File: config.mk
export PLATFORM = sky130hd
export DESIGN_NAME = ffha_cell
export DESIGN_NICKNAME = d
export VERILOG_FILES = /design/src/rtl/ffha_pkg.sv /design/src/rtl/ffha_cell.sv
export SDC_FILE = /design/constraint.sdc
export NUM_CORES = 1
export LEC_CHECK = 0
export ABC_AREA = 1
export BUFFER_PORTS_ARGS = -buffer_cell sky130_fd_sc_hd__buf_2
export CAP_MARGIN = 10
export CORE_AREA = 2 2 152 154
export CTS_BUF_LIST = sky130_fd_sc_hd__clkbuf_4
export CTS_CLUSTER_SIZE = 10
export DETAILED_ROUTE_END_ITERATION = 16
export DIE_AREA = 0 0 154 156
export HOLD_SLACK_MARGIN = 0.15
export PLACE_DENSITY = 0.71
export SETUP_SLACK_MARGIN = 0.2
export SLEW_MARGIN = 0
export SYNTH_ARGS = -nofsm -noshare
export SYNTH_HDL_FRONTEND = slang
export SYNTH_SLANG_ARGS = --single-unit
File: constraint.sdc
create_clock -name clk -period 5 [get_ports clk]
set_clock_uncertainty 0.1 [all_clocks]
set_input_delay 0.75 -clock clk [delete_from_list [all_inputs] [get_ports clk]]
set_output_delay 0.75 -clock clk [all_outputs]
set_load 0.05 [all_outputs]
File: src/rtl/ffha_pkg.sv
// ----------------------------------------------------------------------------
// ffha_pkg: shared types and constants for the first-fit heap allocator
// Block table sizing, status and operation codes, cell interface structs.
// ----------------------------------------------------------------------------
package ffha_pkg;

  localparam int MaxBlocks   = 16;
  localparam int HeaderBytes = 16;
  localparam int AddrWidth   = 32;
  localparam int IdxW        = $clog2(MaxBlocks);
  localparam int CntW        = $clog2(MaxBlocks + 1);

  localparam logic [1:0] OP_ALLOC   = 2'd0;
  localparam logic [1:0] OP_RELEASE = 2'd1;
  localparam logic [1:0] OP_RESIZE  = 2'd2;
  localparam logic [1:0] OP_CALLOC  = 2'd3;

  localparam logic [2:0] ST_OK      = 3'd0;
  localparam logic [2:0] ST_ZERO    = 3'd1;
  localparam logic [2:0] ST_OOM     = 3'd2;
  localparam logic [2:0] ST_FULL    = 3'd3;
  localparam logic [2:0] ST_UNKNOWN = 3'd4;

  localparam logic [0:0] REG_BASE  = 1'd0;
  localparam logic [0:0] REG_LIMIT = 1'd1;

  typedef enum logic [1:0] {S_IDLE, S_SCAN, S_OUT} state_t;

  // search token passed from cell to cell
  typedef struct packed {
    logic            fit_found;
    logic [IdxW-1:0] fit_idx;
    logic [31:0]     fit_off;
    logic            match_found;
    logic [IdxW-1:0] match_idx;
    logic [31:0]     match_len;
    logic [31:0]     match_off;
  } scan_t;

  // table write command broadcast to all cells
  typedef struct packed {
    logic            we;
    logic [IdxW-1:0] idx;
    logic            set_off;
    logic [31:0]     off;
    logic [31:0]     len;
    logic            is_free;
    logic            rel_we;
    logic [IdxW-1:0] rel_idx;
  } cell_wr_t;

  // payload address of an entry offset
  function automatic logic [31:0] paddr(logic [31:0] base, logic [31:0] off);
    logic [AddrWidth-1:0] s;
    s = AddrWidth'(base) + AddrWidth'(off);
    return 32'(s);
  endfunction

endpackage

File: src/rtl/ffha_cell.sv
// ----------------------------------------------------------------------------
// ffha_cell: one table entry of the allocator
// Holds offset, length and free mark; merges its match into the search token.
// ----------------------------------------------------------------------------
module ffha_cell
  import ffha_pkg::*;
(
  input  logic            clk,
  input  logic [IdxW-1:0] my_idx,
  input  logic [CntW-1:0] count,
  input  logic [31:0]     base,
  input  logic [31:0]     req_addr,
  input  logic [32:0]     req_size,
  input  cell_wr_t        wr,
  input  scan_t           scan_in,
  output scan_t           scan_out
);

  logic [31:0] offset;
  logic [31:0] length;
  logic        is_free;
  logic        live;

  // entry storage; the free-mark port targets a different entry than the main one
  always_ff @(posedge clk) begin
    if (wr.we && wr.idx == my_idx) begin
      if (wr.set_off) begin
        offset <= wr.off;
        length <= wr.len;
      end
      is_free <= wr.is_free;
    end else if (wr.rel_we && wr.rel_idx == my_idx) begin
      is_free <= 1'b1;
    end
  end

  // lowest index wins, so earlier cells keep priority
  always_comb begin
    live     = CntW'(my_idx) < count;
    scan_out = scan_in;
    if (!scan_in.fit_found && live && is_free && {1'b0, length} >= req_size) begin
      scan_out.fit_found = 1'b1;
      scan_out.fit_idx   = my_idx;
      scan_out.fit_off   = offset;
    end
    if (!scan_in.match_found && live && paddr(base, offset) == req_addr) begin
      scan_out.match_found = 1'b1;
      scan_out.match_idx   = my_idx;
      scan_out.match_len   = length;
      scan_out.match_off   = offset;
    end
  end

endmodule

==> metrics.txt <==
outcome finished, final reports clean; share of the synthesized area in the top cell type 0.2405; area leader, netlist sky130_fd_sc_hd__edfxtp_1; launch instance of the worst min-delay path wr[42]; crit-path most repeated cell sky130_fd_sc_hd__nand2_1; minimum period implied by the final worst setup slack 4.501 ns; number of cells traversed by the worst hold path 1; number of warnings issued by yosys 0; number of enable flip-flop cells after synthesis 65; layout cell share with drive strength beyond 1 0.2699; post-synthesis sequential area ratio 0.2405; number of buffers created by CTS 9; clock tree from TritonCTS yes; Synth top cells by count sky130_fd_sc_hd__nand2_1, sky130_fd_sc_hd__inv_1, sky130_fd_sc_hd__nand3_1; core region area 22,370 um2; aggregate routed wire length 33,220 um; Final Wtd Congestion 0.9643; floorplan die area 24,020 um2; final core area utilization 0.4752; Longest Clk Path Bufs 2; first-pass GRT wire length 49,190 um; num ports 395; worst hold slack across all endpoints 0.3898 ns; number of design rule violations left after detail routing 0; post-place setup slack 0.4232 ns; Initial Utilization 0.3629; number of standard cells after synthesis 1,291; detail-routed net length per standard cell 16.86 um; top post-synthesis cells by area sky130_fd_sc_hd__edfxtp_1, sky130_fd_sc_hd__nand2_1, sky130_fd_sc_hd__inv_1, sky130_fd_sc_hd__ha_1, sky130_fd_sc_hd__nand3_1; worst setup path class register to primary output; IR drop worst, VDD 0.1193 mV; number of logic stages on the critical path including buffering 16; Max stage delay cell, worst path sky130_fd_sc_hd__edfxtp_1; overall die height 156 um; async set-or-reset flop fraction in the synthesized netlist 0; horizontal extent of the die 154 um; Main synth FF type sky130_fd_sc_hd__edfxtp_1; Slew HR 0.4133; slack of the critical path 0.4993 ns; max-capacitance violation count 0; worst-path maximum fanout 34; Total GRT Usage 0.2615; ANT nets after route 0; met2 Usage GRT 0.4649; number of distinct standard cells referenced by the synthesized netlist 38; summed negative setup slack over all endpoints 0 ns; pin count of the biggest net entering global routing 70; number of detailed-routing iterations run before antenna repair 5; number of DRC markers after the initial detailed-route iteration 745; slew of the pin with the lowest slew margin 0.8801 ns; Port Buffers 394; Critical Path Source offset[10]$_DFFE_PP_; total of flip-flops plus latches after synthesis 65; hold buffers post-CTS 0; via count of the routed design 9,877; fraction of met1 tracks used by global routing 0.3288; clock input transition at the sequential cells of the worst setup and hold paths 0.13 ns; floorplan row count 55; final setup violating endpoints 0; cell area after technology mapping 8115 um2; most crowded layer after global routing met2; grt met3 use 0.03889; Worst EP required 4.15 ns; via density per instance 5.014; buffers and inverters on the worst path 3; critical path's largest stage delay 0.53 ns; cell with the most instances after synthesis sky130_fd_sc_hd__nand2_1; Static Leak 6.065 nW; number of global-route vias before repair 9,454; cell family with most CP delay simple AND/OR/NAND/NOR gates; deepest level of the CTS H-tree 3; worst hold-check path type primary input to register; type of origin of the critical path register; half-perimeter wire length after placement 26,960 um; data arrival time of the critical path 3.65 ns; series of cell instances along the critical path ha_1 > nand2_1 > nor2_1 > a21oi_1 > nand2_1 > nand2_1 > nand2_1 > xor2_1 > nand2_1 > nor2_1 > nand3_2 > inv_4 > buf_16 > nand3_1 > nand2_1 > buf_2; total congestion overflow after global routing 0; final hold violation count 0; initial antenna violation count 9; part of the cycle the worst path needs 0.9001; Mapped Avg Cell Area 6.286 um2; endpoint class of the critical path primary output; unrepaired setup endpoints after global routing false; Final #Nets 2,026; FMAX 222.2 MHz; total nets after synthesis 1,647; number of max-slew violations in the final report 0; clock net sink count 65; Area growth syn-to-layout 30.96%; power density relative to cell area 166.9 nW/um2; clock root buffer master sky130_fd_sc_hd__clkbuf_4; filler cell count in the final layout 2,348
where the power goes:
part / internal, mW / switching, mW / leakage [nW]
combinational: 0.272 / 0.513 / 5.41
clock: 0.155 / 0.209 / 0.0699
sequential: 0.613 / 0.0121 / 0.589
kinds of logic (layout without fill, tap and decap cells):
| family | count (synthesis) | count (layout) | share of synthesized area |
|---|---|---|---|
| buffers and inverters | 288 | 672 | 0.1428 |
| other | 0 | 10 | 0 |
| flip-flops | 65 | 65 | 0.2405 |
| AO/OA/AOI/OAI | 138 | 138 | 0.1119 |
| adder cells (fa/ha/maj) | 67 | 67 | 0.1042 |
| AND/OR/NAND/NOR | 712 | 712 | 0.3779 |
| XOR/XNOR | 21 | 21 | 0.02266 |
per-layer routing:
metal,vias to the layer above,share of wire
met5,-,0.00039
met4,2,0.024
met3,54,0.072
met2,426,0.49
met1,4490,0.41
li1,4905,-
path summary, 6_finish.rpt:
| path | endpoint | slack (ns) |
|---|---|---|
| max | scan_out[55] | 0.50 |
| min | offset[4]$_DFFE_PP_ | 0.39 |
state kept, by name, indices dropped and copies added (netlist names):
| signal | count |
|---|---|
| length | 32 |
| is_free | 1 |
| offset | 32 |
repair_timing:
action / CTS / global route
endpoints found under the hold margin: 0 / 0
setup buffers: 0 / 2
resized for setup: 0 / 19
endpoints found under the setup margin: 0 / 69
layout make-up:
| class | instances | area [um2] | area share |
|---|---|---|---|
| Multi-Input combinational cell | 938 | 5037 | 0.4740 |
| Timing Repair Buffer | 407 | 2186 | 0.2057 |
| Sequential cell | 65 | 1952 | 0.1837 |
| Inverter | 249 | 937.1 | 0.08818 |
| Tap cell | 285 | 356.6 | 0.03355 |
| Clock buffer | 10 | 75.07 | 0.007064 |
| Clock inverter | 6 | 58.81 | 0.005533 |
| Antenna cell | 10 | 25.02 | 0.002355 |
metrics by stage:
step | total power [mW] | instance area (um2) | cells
final | 1.774 | 10630 | 1970
after floorplan | 1.139 | 8115 | 1291
after detailed placement | 1.410 | 10370 | 1941
after CTS | 1.780 | 10510 | 1957
after global placement | 1.402 | 10370 | 1941
after global routing | 1.888 | 10620 | 1967
cells in the final DEF, fill, tap and decap left out, types with 2 or more instances in the layout:
cell type / n
sky130_fd_sc_hd__a211oi_1: 2
sky130_fd_sc_hd__a21o_1: 2
sky130_fd_sc_hd__a21oi_1: 38
sky130_fd_sc_hd__and2_1: 2
sky130_fd_sc_hd__buf_12: 3
sky130_fd_sc_hd__buf_2: 382
sky130_fd_sc_hd__buf_4: 7
sky130_fd_sc_hd__clkbuf_4: 21
sky130_fd_sc_hd__clkinv_2: 2
sky130_fd_sc_hd__clkinvlp_4: 2
sky130_fd_sc_hd__diode_2: 10
sky130_fd_sc_hd__edfxtp_1: 65
sky130_fd_sc_hd__ha_1: 64
sky130_fd_sc_hd__ha_2: 2
sky130_fd_sc_hd__inv_1: 246
sky130_fd_sc_hd__inv_2: 2
sky130_fd_sc_hd__nand2_1: 427
sky130_fd_sc_hd__nand2_2: 8
sky130_fd_sc_hd__nand3_1: 161
sky130_fd_sc_hd__nand3_2: 6
sky130_fd_sc_hd__nand3b_1: 8
sky130_fd_sc_hd__nand4_1: 21
sky130_fd_sc_hd__nor2_1: 58
sky130_fd_sc_hd__nor2_2: 5
sky130_fd_sc_hd__nor2_4: 2
sky130_fd_sc_hd__nor3_1: 6
sky130_fd_sc_hd__nor4_1: 6
sky130_fd_sc_hd__o21ai_0: 16
sky130_fd_sc_hd__o21bai_1: 72
sky130_fd_sc_hd__xnor2_1: 9
sky130_fd_sc_hd__xor2_1: 12
Note: power is estimated with default switching activity, not from simulation.
